<file path="src/i2cwr_pkg.sv">
// ----------------------------------------------------------------------------
// I2C write-then-read sequencer package
// Shared types and constants: phases, bus commands, opcodes, error codes
// and the word structures passed between the pipeline and the sequencer.
// ----------------------------------------------------------------------------
package i2cwr_pkg;

  // Transmit store depth and the width of a count that can reach it.
  localparam int BUFFER_DEPTH = 8;
  localparam int SLOT_W       = $clog2(BUFFER_DEPTH);
  localparam int COUNT_W      = 4;

  // Address byte helpers: write direction clears bit 0, read sets it.
  localparam logic [7:0] ADDR_WR_MASK = 8'hFE;
  localparam logic [7:0] ADDR_RD_FLAG = 8'h01;

  typedef enum logic [1:0] {
    OP_LOAD  = 2'd0,
    OP_START = 2'd1,
    OP_EVENT = 2'd2,
    OP_NOP   = 2'd3
  } op_t;

  typedef enum logic [3:0] {
    PH_IDLE        = 4'd0,
    PH_SEND_ADDR   = 4'd1,
    PH_SEND_DATA   = 4'd2,
    PH_AFTER_WRITE = 4'd3,
    PH_REP_START   = 4'd4,
    PH_RECV_ADDR   = 4'd5,
    PH_RECV_DATA   = 4'd6,
    PH_RECV_ACK    = 4'd7,
    PH_STOP        = 4'd8
  } phase_t;

  typedef enum logic [2:0] {
    CMD_NONE  = 3'd0,
    CMD_START = 3'd1,
    CMD_STOP  = 3'd2,
    CMD_WRITE = 3'd3,
    CMD_RECV  = 3'd4,
    CMD_ACK   = 3'd5,
    CMD_NACK  = 3'd6
  } cmd_t;

  typedef enum logic [1:0] {
    ERR_NONE      = 2'd0,
    ERR_WRITE     = 2'd1,
    ERR_LAST_BYTE = 2'd2,
    ERR_READ_ADDR = 2'd3
  } err_t;

  // One input word.
  typedef struct packed {
    logic [1:0]         op;
    logic [6:0]         slave_address;
    logic [COUNT_W-1:0] send_count;
    logic [COUNT_W-1:0] recv_count;
    logic [2:0]         tx_slot;
    logic [7:0]         tx_value;
    logic               ack_seen;
    logic [7:0]         bus_rx_byte;
  } item_t;

  // One result word.
  typedef struct packed {
    logic       accepted;
    logic [2:0] bus_command;
    logic [7:0] bus_tx_byte;
    logic       rx_valid;
    logic [2:0] rx_position;
    logic [7:0] rx_data;
    logic       busy_res;
    logic [1:0] error_code;
  } result_t;

  // Saturate a requested byte count to the store depth.
  function automatic logic [COUNT_W-1:0] clamp_count(input logic [COUNT_W-1:0] c);
    logic [COUNT_W-1:0] lim;
    lim = COUNT_W'(BUFFER_DEPTH);
    return (c > lim) ? lim : c;
  endfunction

  // Error code recorded for an unexpected NACK in a given phase.
  function automatic err_t nack_code(input phase_t ph);
    err_t e;
    if (ph == PH_AFTER_WRITE) begin
      e = ERR_LAST_BYTE;
    end else if (ph == PH_RECV_DATA || ph == PH_RECV_ADDR) begin
      e = ERR_READ_ADDR;
    end else begin
      e = ERR_WRITE;
    end
    return e;
  endfunction

endpackage

</file>
<file path="src/i2cwr_ifs.sv">
// ----------------------------------------------------------------------------
// I2C write-then-read sequencer channel interfaces
// Valid/ready channels for input words and result words.
// ----------------------------------------------------------------------------

// Input channel: opcodes, start parameters, loads and bus events.
interface i2cwr_in_if;
  logic       valid;
  logic       ready;
  logic [1:0] op;
  logic [6:0] slave_address;
  logic [3:0] send_count;
  logic [3:0] recv_count;
  logic [2:0] tx_slot;
  logic [7:0] tx_value;
  logic       ack_seen;
  logic [7:0] bus_rx_byte;

  modport source (
    output valid, op, slave_address, send_count, recv_count, tx_slot, tx_value,
           ack_seen, bus_rx_byte,
    input  ready
  );
  modport sink (
    input  valid, op, slave_address, send_count, recv_count, tx_slot, tx_value,
           ack_seen, bus_rx_byte,
    output ready
  );
endinterface

// Result channel: bus command, received byte and status.
interface i2cwr_out_if;
  logic       valid;
  logic       ready;
  logic       accepted;
  logic [2:0] bus_command;
  logic [7:0] bus_tx_byte;
  logic       rx_valid;
  logic [2:0] rx_position;
  logic [7:0] rx_data;
  logic       busy_res;
  logic [1:0] error_code;

  modport source (
    output valid, accepted, bus_command, bus_tx_byte, rx_valid, rx_position,
           rx_data, busy_res, error_code,
    input  ready
  );
  modport sink (
    input  valid, accepted, bus_command, bus_tx_byte, rx_valid, rx_position,
           rx_data, busy_res, error_code,
    output ready
  );
endinterface

</file>
<file path="src/i2cwr_seq.sv">
// ----------------------------------------------------------------------------
// I2C write-then-read sequencer core
// Holds the transaction state and transmit store, and turns one word into
// one result per step. State advances only when step_en is high.
// ----------------------------------------------------------------------------
module i2cwr_seq import i2cwr_pkg::*; (
  input  logic    clk,
  input  logic    rst_n,
  input  logic    step_en,
  input  item_t   item,
  output result_t res
);

  phase_t             phase_r,      phase_nxt;
  logic               check_ack_r,  check_ack_nxt;
  logic [COUNT_W-1:0] byte_index_r, byte_index_nxt;
  logic [COUNT_W-1:0] send_total_r, send_total_nxt;
  logic [COUNT_W-1:0] recv_total_r, recv_total_nxt;
  logic [6:0]         target_r,     target_nxt;
  err_t               last_error_r, last_error_nxt;

  // Transmit store; contents are undefined until loaded.
  logic [7:0] tx_store_r [BUFFER_DEPTH];

  logic               store_we;
  logic [COUNT_W:0]   index_inc;
  logic [7:0]         store_byte;
  logic [7:0]         addr_byte;

  assign index_inc  = {1'b0, byte_index_r} + 1'b1;
  assign addr_byte  = {target_r, 1'b0};
  assign store_byte = (byte_index_r < COUNT_W'(BUFFER_DEPTH))
                      ? tx_store_r[byte_index_r[SLOT_W-1:0]] : 8'h00;

  // Next state and the result word for the current step.
  always_comb begin
    phase_nxt      = phase_r;
    check_ack_nxt  = check_ack_r;
    byte_index_nxt = byte_index_r;
    send_total_nxt = send_total_r;
    recv_total_nxt = recv_total_r;
    target_nxt     = target_r;
    last_error_nxt = last_error_r;
    store_we       = 1'b0;

    res.accepted    = 1'b0;
    res.bus_command = CMD_NONE;
    res.bus_tx_byte = 8'h00;
    res.rx_valid    = 1'b0;
    res.rx_position = 3'd0;
    res.rx_data     = 8'h00;

    case (op_t'(item.op))
      OP_LOAD: begin
        store_we = (phase_r == PH_IDLE);
      end
      OP_START: begin
        if (phase_r == PH_IDLE) begin
          send_total_nxt  = clamp_count(item.send_count);
          recv_total_nxt  = clamp_count(item.recv_count);
          target_nxt      = item.slave_address;
          phase_nxt       = (clamp_count(item.send_count) != '0) ? PH_SEND_ADDR
                                                                 : PH_RECV_ADDR;
          last_error_nxt  = ERR_NONE;
          res.accepted    = 1'b1;
          res.bus_command = CMD_START;
        end
      end
      OP_EVENT: begin
        check_ack_nxt = 1'b0;
        if (check_ack_r && item.ack_seen) begin
          // Unexpected NACK: stop the bus and record the phase's error.
          last_error_nxt  = nack_code(phase_r);
          phase_nxt       = PH_STOP;
          res.bus_command = CMD_STOP;
        end else begin
          unique case (phase_r)
            PH_SEND_ADDR: begin
              res.bus_tx_byte = addr_byte & ADDR_WR_MASK;
              res.bus_command = CMD_WRITE;
              byte_index_nxt  = '0;
              phase_nxt       = PH_SEND_DATA;
              check_ack_nxt   = 1'b1;
            end
            PH_SEND_DATA: begin
              res.bus_tx_byte = store_byte;
              res.bus_command = CMD_WRITE;
              byte_index_nxt  = index_inc[COUNT_W-1:0];
              check_ack_nxt   = 1'b1;
              if (index_inc >= {1'b0, send_total_r}) begin
                phase_nxt = PH_AFTER_WRITE;
              end
            end
            PH_AFTER_WRITE: begin
              res.bus_command = CMD_STOP;
              phase_nxt       = (recv_total_r == '0) ? PH_STOP : PH_REP_START;
            end
            PH_REP_START: begin
              res.bus_command = CMD_START;
              phase_nxt       = PH_RECV_ADDR;
            end
            PH_RECV_ADDR: begin
              res.bus_tx_byte = addr_byte | ADDR_RD_FLAG;
              res.bus_command = CMD_WRITE;
              byte_index_nxt  = '0;
              check_ack_nxt   = 1'b1;
              phase_nxt       = PH_RECV_DATA;
            end
            PH_RECV_DATA: begin
              if (byte_index_r >= recv_total_r) begin
                res.bus_command = CMD_STOP;
                phase_nxt       = PH_IDLE;
              end else begin
                res.bus_command = CMD_RECV;
                phase_nxt       = PH_RECV_ACK;
              end
            end
            PH_RECV_ACK: begin
              // Deliver the byte; the last one is answered with a NACK.
              res.rx_valid    = 1'b1;
              res.rx_position = byte_index_r[2:0];
              res.rx_data     = item.bus_rx_byte;
              res.bus_command = (index_inc == {1'b0, recv_total_r}) ? CMD_NACK
                                                                    : CMD_ACK;
              byte_index_nxt  = index_inc[COUNT_W-1:0];
              phase_nxt       = PH_RECV_DATA;
            end
            PH_STOP: begin
              phase_nxt = PH_IDLE;
            end
            default: begin
            end
          endcase
        end
      end
      default: begin
      end
    endcase

    res.busy_res   = (phase_nxt != PH_IDLE);
    res.error_code = last_error_nxt;
  end

  // Transaction state registers.
  always_ff @(posedge clk) begin
    if (!rst_n) begin
      phase_r      <= PH_IDLE;
      check_ack_r  <= 1'b1;
      byte_index_r <= '0;
      send_total_r <= '0;
      recv_total_r <= '0;
      target_r     <= '0;
      last_error_r <= ERR_NONE;
    end else if (step_en) begin
      phase_r      <= phase_nxt;
      check_ack_r  <= check_ack_nxt;
      byte_index_r <= byte_index_nxt;
      send_total_r <= send_total_nxt;
      recv_total_r <= recv_total_nxt;
      target_r     <= target_nxt;
      last_error_r <= last_error_nxt;
    end
  end

  // Transmit store writes, only while idle.
  always_ff @(posedge clk) begin
    if (step_en && store_we) begin
      tx_store_r[item.tx_slot[SLOT_W-1:0]] <= item.tx_value;
    end
  end

endmodule

</file>
<file path="src/i2c_write_then_read_sequencer_top.sv">
// Path: an accepted input word is held in the input word register; its result
// word is then captured in the result register that drives the result port.
// Throughput: one word per cycle unless the result port stalls.
// Reset (synchronous, active low) returns the sequencer to idle with the
// acknowledge check armed; the transmit store is undefined until loaded.
// ----------------------------------------------------------------------------
// I2C write-then-read sequencer top level
// Input word register, sequencer step and result register with flow control.
// ----------------------------------------------------------------------------
module i2c_write_then_read_sequencer_top import i2cwr_pkg::*; (
  input  logic        clk,
  input  logic        rst_n,
  i2cwr_in_if.sink    in_ch,
  i2cwr_out_if.source out_ch
);

  logic    in_valid_r;
  item_t   in_item_r;
  logic    out_valid_r;
  result_t out_res_r;
  result_t step_res;
  logic    advance;

  // The registered word moves on when the result register is free or draining.
  assign advance     = in_valid_r && (!out_valid_r || out_ch.ready);
  assign in_ch.ready = !in_valid_r || advance;

  // Input word register.
  always_ff @(posedge clk) begin
    if (!rst_n) begin
      in_valid_r <= 1'b0;
    end else if (in_ch.ready) begin
      in_valid_r <= in_ch.valid;
    end
  end

  always_ff @(posedge clk) begin
    if (in_ch.valid && in_ch.ready) begin
      in_item_r <= '{op:            in_ch.op,
                     slave_address: in_ch.slave_address,
                     send_count:    in_ch.send_count,
                     recv_count:    in_ch.recv_count,
                     tx_slot:       in_ch.tx_slot,
                     tx_value:      in_ch.tx_value,
                     ack_seen:      in_ch.ack_seen,
                     bus_rx_byte:   in_ch.bus_rx_byte};
    end
  end

  i2cwr_seq u_seq (
    .clk     (clk),
    .rst_n   (rst_n),
    .step_en (advance),
    .item    (in_item_r),
    .res     (step_res)
  );

  // Result register.
  always_ff @(posedge clk) begin
    if (!rst_n) begin
      out_valid_r <= 1'b0;
    end else if (advance) begin
      out_valid_r <= 1'b1;
    end else if (out_ch.ready) begin
      out_valid_r <= 1'b0;
    end
  end

  always_ff @(posedge clk) begin
    if (advance) begin
      out_res_r <= step_res;
    end
  end

  assign out_ch.valid       = out_valid_r;
  assign out_ch.accepted    = out_res_r.accepted;
  assign out_ch.bus_command = out_res_r.bus_command;
  assign out_ch.bus_tx_byte = out_res_r.bus_tx_byte;
  assign out_ch.rx_valid    = out_res_r.rx_valid;
  assign out_ch.rx_position = out_res_r.rx_position;
  assign out_ch.rx_data     = out_res_r.rx_data;
  assign out_ch.busy_res    = out_res_r.busy_res;
  assign out_ch.error_code  = out_res_r.error_code;

endmodule

</file>
<file path="src/flat_wrapper.sv">
// flat-port wrapper written by rule: the top's interface ports become plain ports
module i2c_write_then_read_sequencer_top_flat import i2cwr_pkg::*;
  (clk, rst_n, in_ch_valid, in_ch_op, in_ch_slave_address, in_ch_send_count, in_ch_recv_count, in_ch_tx_slot, in_ch_tx_value, in_ch_ack_seen, in_ch_bus_rx_byte, in_ch_ready, out_ch_valid, out_ch_accepted, out_ch_bus_command, out_ch_bus_tx_byte, out_ch_rx_valid, out_ch_rx_position, out_ch_rx_data, out_ch_busy_res, out_ch_error_code, out_ch_ready);
  i2cwr_in_if in_ch_i ();
  i2cwr_out_if out_ch_i ();
  input  logic clk;
  input  logic rst_n;
  input wire logic [$bits(in_ch_i.valid)-1:0] in_ch_valid;
  input wire logic [$bits(in_ch_i.op)-1:0] in_ch_op;
  input wire logic [$bits(in_ch_i.slave_address)-1:0] in_ch_slave_address;
  input wire logic [$bits(in_ch_i.send_count)-1:0] in_ch_send_count;
  input wire logic [$bits(in_ch_i.recv_count)-1:0] in_ch_recv_count;
  input wire logic [$bits(in_ch_i.tx_slot)-1:0] in_ch_tx_slot;
  input wire logic [$bits(in_ch_i.tx_value)-1:0] in_ch_tx_value;
  input wire logic [$bits(in_ch_i.ack_seen)-1:0] in_ch_ack_seen;
  input wire logic [$bits(in_ch_i.bus_rx_byte)-1:0] in_ch_bus_rx_byte;
  output wire logic [$bits(in_ch_i.ready)-1:0] in_ch_ready;
  output wire logic [$bits(out_ch_i.valid)-1:0] out_ch_valid;
  output wire logic [$bits(out_ch_i.accepted)-1:0] out_ch_accepted;
  output wire logic [$bits(out_ch_i.bus_command)-1:0] out_ch_bus_command;
  output wire logic [$bits(out_ch_i.bus_tx_byte)-1:0] out_ch_bus_tx_byte;
  output wire logic [$bits(out_ch_i.rx_valid)-1:0] out_ch_rx_valid;
  output wire logic [$bits(out_ch_i.rx_position)-1:0] out_ch_rx_position;
  output wire logic [$bits(out_ch_i.rx_data)-1:0] out_ch_rx_data;
  output wire logic [$bits(out_ch_i.busy_res)-1:0] out_ch_busy_res;
  output wire logic [$bits(out_ch_i.error_code)-1:0] out_ch_error_code;
  input wire logic [$bits(out_ch_i.ready)-1:0] out_ch_ready;
  assign in_ch_i.valid = in_ch_valid;
  assign in_ch_i.op = in_ch_op;
  assign in_ch_i.slave_address = in_ch_slave_address;
  assign in_ch_i.send_count = in_ch_send_count;
  assign in_ch_i.recv_count = in_ch_recv_count;
  assign in_ch_i.tx_slot = in_ch_tx_slot;
  assign in_ch_i.tx_value = in_ch_tx_value;
  assign in_ch_i.ack_seen = in_ch_ack_seen;
  assign in_ch_i.bus_rx_byte = in_ch_bus_rx_byte;
  assign in_ch_ready = in_ch_i.ready;
  assign out_ch_valid = out_ch_i.valid;
  assign out_ch_accepted = out_ch_i.accepted;
  assign out_ch_bus_command = out_ch_i.bus_command;
  assign out_ch_bus_tx_byte = out_ch_i.bus_tx_byte;
  assign out_ch_rx_valid = out_ch_i.rx_valid;
  assign out_ch_rx_position = out_ch_i.rx_position;
  assign out_ch_rx_data = out_ch_i.rx_data;
  assign out_ch_busy_res = out_ch_i.busy_res;
  assign out_ch_error_code = out_ch_i.error_code;
  assign out_ch_i.ready = out_ch_ready;
  i2c_write_then_read_sequencer_top u_core (.clk(clk), .rst_n(rst_n), .in_ch(in_ch_i), .out_ch(out_ch_i));
endmodule
</file>
<file path="config.mk">
export PLATFORM = sky130hd
export DESIGN_NAME = i2c_write_then_read_sequencer_top_flat
export DESIGN_NICKNAME = d
export VERILOG_FILES = /design/src/i2cwr_pkg.sv /design/src/i2cwr_ifs.sv /design/src/i2cwr_seq.sv /design/src/i2c_write_then_read_sequencer_top.sv /design/src/flat_wrapper.sv
export SDC_FILE = /design/constraint.sdc
export NUM_CORES = 1
export LEC_CHECK = 0
export BUFFER_PORTS_ARGS = -buffer_cell sky130_fd_sc_hd__buf_4
export CORE_AREA = 8 8 129 131
export CTS_CLUSTER_DIAMETER = 120
export DETAILED_ROUTE_END_ITERATION = 8
export DIE_AREA = 0 0 137 139
export PLACE_DENSITY_LB_ADDON = 0.15
export SETUP_SLACK_MARGIN = 0.02
export SYNTH_ARGS = -nofsm -noshare
export SYNTH_HDL_FRONTEND = slang
export SYNTH_SLANG_ARGS = --single-unit
</file>
<file path="constraint.sdc">
create_clock -name clk -period 2.46 [get_ports clk]
set_input_delay 0.492 -clock clk [delete_from_list [all_inputs] [get_ports clk]]
set_output_delay 0.492 -clock clk [all_outputs]
set_load 0.1 [all_outputs]
</file>
==> impl_metrics.json, run 1 <==
{
  "cts_root_buf": "clkbuf_16",
  "p_per_area_nw_per_um2": 749,
  "synth_seq_cells": 159,
  "synth-seq-area-share_pct": 69.4,
  "min_period_ps": 2180,
  "cts_tree": "built",
  "synthCells": 439,
  "avgSynthCellArea_um2": 14.7,
  "post-route-period-util_pct": 88.7,
  "tightestPinTransition_ps": 996,
  "r2r-end": "u_core.out_ch.bus_command[2]",
  "drive_gt1_share_pct": 29.1,
  "crit_type": "flip-flop to flip-flop",
  "cts.sinks": 159,
  "routabilityCongestion": 0.863,
  "drcViolationCount": 0,
  "whs_ps": 243,
  "start_util_pct": 43.6,
  "io_buffers": 69,
  "outcome": "complete, no violations",
  "p_total_uw": 5950,
  "fp.dieH_um": 139,
  "fin_tns_setup_ps": 0,
  "cts_resized": 0,
  "start_kind": "flip-flop",
  "min_path_cells": 1,
  "yosys_warnings": 0,
  "slew-limit-headroom_pct": 33.6,
  "pre_cts_slack_ps": 279,
  "ff2ff_path_depth": 7,
  "finClkSkew_ps": 7.03,
  "grt_antenna_before_repair": 0,
  "drt-total-wl_um": 13800,
  "die_area_um2": 19000,
  "netlist_top_cells_area": "edfxtp_1 60%, dfxtp_1 9.6%, mux4_2 5.6%",
  "timing.final.ws_setup_ps": 279,
  "synth_top_cell_by_area": "edfxtp_1",
  "async_flop_share_pct": 0,
  "postSynthNetCount": 492,
  "drt_first_iter_violations": 331,
  "area_growth_pct": 23.5,
  "final_util_pct": 53.9,
  "rows": 45,
  "clk_latency_ps": 420,
  "cts_made_buffers": 17,
  "hold_path_end": "u_core.in_item_r[25]",
  "end_kind": "flip-flop",
  "wl_per_cell_um": 18.7,
  "setup_viol_count_final": 0,
  "synth_cell_types": 45,
  "grt_max_degree": 38,
  "synth_top_area_share_pct": 59.7,
  "grt_pass1_vias": 4136,
  "place_hpwl_um": 9650,
  "grt_pass1_wl_um": 21600,
  "viasPerCell": 5.36,
  "rsz0062_at_grt": "no",
  "drtAntennaViolNets": 0,
  "max_freq_mhz": 459,
  "cp.arrival_ps": 2350,
  "maxCapViolCount": 0,
  "leakagePower_uw": 0.00283,
  "fin_nets": 590,
  "antenna_cells": 0,
  "cp.required_ps": 2630,
  "postCtsHoldBufs": 0,
  "grt_use_total_pct": 15.0,
  "firstDrtPassIters": 5,
  "ir_drop_uv": 499,
  "core-area_um2": 14800,
  "ys.flop_type": "edfxtp_1",
  "critPathMaxFanout": 4,
  "cts_buffer_depth": 2,
  "synth.most_common_cell": "edfxtp_1",
  "grt.overflow.total": 0,
  "vias": 3954,
  "r2r_slack_ps": 280,
  "hold_viol": 0,
  "htree_num_levels": 4,
  "slew_violations": 0,
  "postCtsSetupRepairBufs": 0,
  "die_x_um": 137,
  "synth_edf_count": 128,
  "cts.clk_slew.worst_paths_ps": 60,
  "num_io_pins": 70,
  "ys_top_cells_by_count": "128 x edfxtp_1, 35 x nand2_1, 31 x dfxtp_1, 27 x nor2_1, 24 x a21oi_1",
  "min_from": "in_ch_send_count[1]",
  "mappedNetlistArea_um2": 6430,
  "holdCritPathClass": "input port to flip-flop",
  "reg2reg_from": "u_core.u_seq.byte_index_r[0]"
}
how the worst max path moves through the flow:
stage,start,endpoint,slack [ps],cells past startpoint
after detailed placement,out_ch_ready,u_core.u_seq.target_r[0],280,8
final,u_core.u_seq.byte_index_r[0],u_core.out_ch.bus_command[2],280,7
after floorplan,u_core.out_ch.valid,u_core.u_seq.check_ack_r,30,6
after global placement,u_core.u_seq.byte_index_r[0],u_core.u_seq.phase_r[1],260,8
after global routing,u_core.u_seq.byte_index_r[0],u_core.u_seq.phase_r[1],110,8
after CTS,u_core.u_seq.byte_index_r[0],u_core.u_seq.phase_r[1],280,8
kinds of logic after synthesis:
group                    synth area share, %
buffers and inverters                   1.96
multiplexers                            7.47
AND/OR/NAND/NOR                         10.6
flip-flops                              69.4
XOR/XNOR                                1.30
adder cells (fa/ha/maj)                 2.33
AO/OA/AOI/OAI                           6.94
metrics by stage:
stage               cell area [µm²]  cells
global placement               7360    706
finish                         7950    738
CTS                            7950    738
floorplan                      6460    439
detailed placement             7360    706
global route                   7950    738
report_power, final:
group | leakage, µW | internal [µW] | total (µW) | switching, µW
Combinational | 0.00109 | 131 | 418 | 287
Sequential | 0.00145 | 2980 | 3030 | 45.4
Clock | 0.000291 | 1520 | 2500 | 987
layer usage:
layer  wire, µm  GRT usage, %  vias up
met2       6960          24.6      107
li1           -             -     1873
met4        477          8.41        0
met1       5660          17.4     1941
met3        673          4.02       33
met5          0             0        -
placed cells by master, fill, tap and decap left out, types with 4 or more instances in the layout:
cell / n
mux2_2: 8
nor2_1: 27
xnor2_1: 5
dfxtp_1: 30
clkbuf_16: 19
edfxtp_1: 128
nor3b_1: 9
a31oi_1: 6
inv_1: 12
nand2b_1: 6
a211oi_1: 4
nand2_1: 34
nand3_1: 6
nor4_1: 9
and2_1: 13
nor3_1: 9
o21ai_0: 9
mux4_2: 16
ha_1: 12
clkbuf_8: 4
buf_4: 97
a22oi_1: 9
a21oi_1: 24
worst max-delay path, stage by stage (launching register included):
cell and delay [ps]:
dfxtp_1 380, inv_1 100, ha_1 310, nand2b_1 140, a2111oi_1 380, buf_4 200
nor3_1 60, nor4_1 350
flip-flops by register name, summed over array words and instances (netlist names), 2 cells and up, named ones only:
register                   count
u_core.u_seq.last_error_r      2
u_core.out_ch.error_code       2
u_core.out_ch.bus_tx_byte      8
u_core.out_ch.bus_command      3
u_core.u_seq.tx_store_r       64
u_core.out_ch.rx_position      3
u_core.u_seq.send_total_r      4
u_core.u_seq.target_r          7
u_core.u_seq.recv_total_r      4
u_core.u_seq.byte_index_r      4
u_core.in_item_r              37
u_core.out_ch.rx_data          8
u_core.u_seq.phase_r           4
final cells by class:
cell class | count | area [µm²]
Clock buffer | 25 | 538
Clock inverter | 7 | 43.8
Fill cell | 1233 | 6810
Inverter | 13 | 48.8
Multi-Input combinational cell | 248 | 1870
Sequential cell | 159 | 4470
Tap cell | 188 | 235
Timing Repair Buffer | 98 | 748
No activity file was read; power rests on OpenSTA's default activity.
==> run 2, diff against run 1 <==
- CORE_AREA: 8 8 129 131 -> 8 8 164 104
- DIE_AREA: 0 0 137 139 -> 0 0 172 112
- GPL_TIMING_DRIVEN: not set -> 0
==> run 2 against run 1 <==
- setup slack lost 190 ps
- largest power group unchanged
- cell count grew 1.9%
- critical path type unchanged
- hold slack lost 2.9 ps
==> impl_metrics.json, run 2 (synthesis gave the netlist of run 1 again) <==
{
  "leakagePower_uw": 0.00280,
  "firstDrtPassIters": 5,
  "core-area_um2": 14800,
  "grt_pass1_vias": 4048,
  "start_kind": "flip-flop",
  "htree_num_levels": 4,
  "drive_gt1_share_pct": 28.6,
  "postCtsHoldBufs": 0,
  "setup_viol_count_final": 0,
  "min_from": "in_ch_tx_value[7]",
  "drt_first_iter_violations": 351,
  "num_io_pins": 70,
  "final_common_cell": "edfxtp_1",
  "holdCritPathClass": "input port to flip-flop",
  "grt.overflow.total": 0,
  "r2r-end": "u_core.out_ch.busy_res",
  "cp.required_ps": 2710,
  "drcViolationCount": 0,
  "grt_max_degree": 38,
  "reg2reg_from": "u_core.u_seq.byte_index_r[0]",
  "rows": 35,
  "min_period_ps": 2370,
  "slowest_delay_ps": 520,
  "wl_per_cell_um": 19.8,
  "die_area_um2": 19300,
  "min_path_cells": 1,
  "cts_made_buffers": 17,
  "startpoint": "u_core.u_seq.byte_index_r[0]",
  "critPathMaxFanout": 4,
  "r2r_slack_ps": 90,
  "slew_violations": 0,
  "cp.arrival_ps": 2620,
  "fin_tns_setup_ps": 0,
  "ir_drop_uv": 488,
  "die_x_um": 172,
  "max_freq_mhz": 423,
  "final_cell_mix": "128 x edfxtp_1, 77 x buf_4, 33 x nand2_1",
  "rsz0062_at_grt": "yes",
  "drt-total-wl_um": 14900,
  "start_util_pct": 43.5,
  "cts_root_buf": "clkbuf_16",
  "largest_reg_flops": 64,
  "p_per_area_nw_per_um2": 758,
  "clk_latency_ps": 420,
  "antenna_cells": 0,
  "tightestPinTransition_ps": 1080,
  "cp_slowest_cell": "a2111oi_4",
  "cts_tree": "built",
  "outcome": "complete, no violations",
  "slew-limit-headroom_pct": 27.7,
  "crit_type": "flip-flop to flip-flop",
  "finClkSkew_ps": 10.3,
  "cts.sinks": 159,
  "routabilityCongestion": 0.896,
  "maxCapViolCount": 0,
  "final_cell_area_um2": 8010,
  "ff2ff_path_depth": 7,
  "cts.clk_slew.worst_paths_ps": 70,
  "fp.dieH_um": 112,
  "grt_antenna_before_repair": 1,
  "io_buffers": 69,
  "hold_viol": 0,
  "vias": 4053,
  "drtAntennaViolNets": 0,
  "hold_path_end": "u_core.in_item_r[16]",
  "end_kind": "flip-flop",
  "post-route-period-util_pct": 96.2,
  "place_hpwl_um": 10300,
  "place_area_um2": 7250,
  "fin_nets": 589,
  "crit_chain": "inv_1 > ha_1 > nand2b_1 > a2111oi_4 > nor4_1 > o31a_1 > o2111ai_1",
  "grt_use_total_pct": 15.9,
  "viasPerCell": 5.39,
  "cts_buffer_depth": 2,
  "area_growth_pct": 24.5,
  "grt_pass1_wl_um": 22900
}
run 2: cell types whose count changed in the layout (fill, tap and decap cells not counted), moves of 4 or more:
cell	delta
buf_2	+5
buf_4	-20
clkbuf_1	+11
clkbuf_8	-4
clkinvlp_4	+4
run 2: routing by layer:
metal / vias up / track usage, % / share of wire [%]
li1: 1879 / - / -
met1: 2019 / 24.0 / 50
met2: 134 / 21.2 / 42
met3: 21 / 3.92 / 6.7
met4: 0 / 6.69 / 1.5
met5: - / 0 / 0
run 2: worst max path at each step:
stage,end,slack (ps),depth (start not counted)
floorplan,u_core.u_seq.check_ack_r,30,6
global placement,u_core.u_seq.tx_store_r[5][4],-1080,3
detailed placement,u_core.u_seq.tx_store_r[4][4],-960,3
CTS,u_core.out_ch.busy_res,30,7
global route,u_core.u_seq.tx_store_r[7][7],7,3
finish,u_core.out_ch.busy_res,90,7
run 2: through the flow:
stage	utilization (%)	std cells	hold WS (ps)	total power [µW]	setup WS, ps
CTS	53.7	746	228	6110	34.5
finish	54.1	752	240	6080	93.7
global placement	48.8	711	443	3490	-1080
detailed placement	49.0	711	450	3500	-964
floorplan	-	439	436	3340	26.7
global route	54.1	752	223	6240	7.25
run 2: worst max-delay path, delay by kind of cell, from the launching register on:
kind	cells	cell delay (ps)
DFF	1	400
buffers and inverters	1	160
and+or+nand+nor	2	310
AOI/OAI and AO/OA	3	1000
adders and majority gates	1	340
run 2: cell type report:
class	instances	area, µm²
Clock inverter	14	158
Inverter	13	48.8
Clock buffer	18	429
Timing Repair Buffer	78	598
Fill cell	1242	6790
Tap cell	203	254
Multi-Input combinational cell	248	1980
Buffer	19	82.6
Sequential cell	159	4470
run 2: timing repair:
item,CTS,global route
pin swaps,2,3
endpoints found under the setup margin,88,51
resized for setup,13,4
setup buffers,3,6
run 2: report_power, final:
group / internal, µW / switching (µW)
Combinational: 124 / 294
Clock: 1510 / 1110
Sequential: 2980 / 53.8
==> run 3, diff against run 2 <==
==> constraint.sdc (replaced) <==
create_clock -name clk -period 2.46 [get_ports clk]
set_input_delay 0.246 -clock clk [delete_from_list [all_inputs] [get_ports clk]]
set_output_delay 0.246 -clock clk [all_outputs]
set_load 0.1 [all_outputs]
==> run 3 against run 2 <==
- clock-buffer cell count is the same
- sequential cell count is the same
- via count grew 3.9%
- sequential power is essentially flat
- die area is the same
==> impl_metrics.json, run 3 (synthesis gave the netlist of run 1 again) <==
{
  "post-route-period-util_pct": 96.5,
  "routabilityCongestion": 0.896,
  "finClkSkew_ps": 10.8,
  "num_io_pins": 70,
  "cp_slowest_cell": "nor2_2",
  "die_x_um": 172,
  "outcome": "complete, no violations",
  "tightestPinTransition_ps": 1120,
  "grt.overflow.total": 0,
  "rows": 35,
  "io_buffers": 69,
  "whs_ps": 29.3,
  "die_area_um2": 19300,
  "viasPerCell": 5.35,
  "core-area_um2": 14800,
  "setup_viol_count_final": 0,
  "grt_pass1_wl_um": 23400,
  "final_common_cell": "edfxtp_1",
  "p_per_area_nw_per_um2": 731,
  "ir_drop_uv": 465,
  "htree_num_levels": 4,
  "cts_tree": "built",
  "grt_pass1_vias": 4181,
  "final_util_pct": 56.6,
  "final_cells": 788,
  "clk_latency_ps": 420,
  "power_frac_seq_pct": 49.6,
  "maxCapViolCount": 0,
  "pre_cts_slack_ps": -964,
  "final_cell_mix": "128 x edfxtp_1, 77 x buf_4, 36 x dlygate4sd3_1",
  "timing.final.ws_setup_ps": 86.1,
  "crit_type": "flip-flop to flip-flop",
  "antenna_cells": 0,
  "power_frac_comb_pct": 7.6,
  "end_kind": "flip-flop",
  "holdCritPathClass": "input port to flip-flop",
  "grt_max_degree": 38,
  "drtAntennaViolNets": 0,
  "dp.cells": 711,
  "wl_per_cell_um": 19.4,
  "drt-total-wl_um": 15300,
  "critPathMaxFanout": 8,
  "p_int_uw": 4650,
  "rsz0062_at_grt": "yes",
  "slowest_delay_ps": 630,
  "drt_first_iter_violations": 323,
  "cts.sinks": 159,
  "sw_frac_of_total_pct": 24.0,
  "start_util_pct": 43.5,
  "vias": 4212,
  "cts.clk_slew.worst_paths_ps": 60,
  "power.clock.fraction_pct": 42.8,
  "min_period_ps": 2370,
  "grt_antenna_before_repair": 1,
  "start_kind": "flip-flop",
  "firstDrtPassIters": 5,
  "drcViolationCount": 0,
  "fin_nets": 625,
  "cts_made_buffers": 17,
  "cp.required_ps": 2520,
  "r2r_slack_ps": 90,
  "largest_reg_flops": 64,
  "grt_use_total_pct": 16.3,
  "leakagePower_uw": 0.00295,
  "hold_viol": 0,
  "cp.arrival_ps": 2430,
  "drive_gt1_share_pct": 26.8,
  "cts_buffer_depth": 2,
  "slew_violations": 0,
  "p_switching_uw": 1470,
  "area_growth_pct": 30.1,
  "place_hpwl_um": 10300,
  "crit_chain": "nor4_4 > nand4_1 > nor2_2",
  "slew-limit-headroom_pct": 24.8,
  "fp.dieH_um": 112,
  "cts_root_buf": "clkbuf_16",
  "max_freq_mhz": 421
}
==> run 3: cell count changes in the layout (fill, tap and decap cells not counted), sizes merged <==
| cell | before | now |
|---|---|---|
| dlygate4sd3 | 0 | 36 |
==> run 3: cell type report <==
type	count	area, µm²
Buffer	19	82.6
Fill cell	1201	6430
Clock buffer	18	429
Timing Repair Buffer	114	958
Clock inverter	14	158
Tap cell	203	254
Sequential cell	159	4470
Inverter	13	48.8
Multi-Input combinational cell	248	1980
==> run 3: through the flow <==
step	instance area, µm²	setup TNS [ps]	power [µW]
floorplan	6460	0	3340
global placement	7230	-70740	3490
detailed placement	7250	-46170	3500
CTS	8310	0	6160
global route	8370	0	6280
finish	8370	0	6120
==> run 3: repair_timing <==
item / CTS / global route
buffers inserted: 3 / 6
hold buffers: 36 / 0
setup endpoints to repair: 88 / 52
pin swaps: 2 / 3
resized for setup: 13 / 4
endpoints found under the hold margin: 36 / 0
==> run 3: per-layer routing <==
layer | wire, µm | GRT usage (%)
met1 | 7480 | 24.0
met2 | 6570 | 22.2
met3 | 999 | 4.06
met4 | 252 | 6.92
met5 | 0 | 0
==> run 3: final timing paths <==
check                           startpoint                       endpoint  depth (start not counted)
hold / removal      in_ch_slave_address[6]           u_core.in_item_r[34]                          1
hold reg to reg   u_core.u_seq.target_r[1]       u_core.u_seq.target_r[1]                          2
setup / recovery   u_core.u_seq.phase_r[3]  u_core.u_seq.tx_store_r[7][4]                          3
setup reg to reg   u_core.u_seq.phase_r[3]  u_core.u_seq.tx_store_r[7][4]                          3
==> run 3: power by group through the flow <==
stage | sequential (µW) | clock (µW) | combinational (µW)
6_report | 3030 | 2620 | 466
5_1_grt | 3040 | 2750 | 493
4_1_cts | 3030 | 2660 | 463
3_5_place_dp | 3090 | 0 | 410
3_3_place_gp | 3080 | 0 | 409
2_1_floorplan | 3200 | 0 | 140
==> run 3: worst max-delay path: cells and delay by family, from the launching register on <==
| family | cells | cell delay [ps] |
|---|---|---|
| AND/OR/NAND/NOR | 3 | 1570 |
| flip-flops | 1 | 420 |
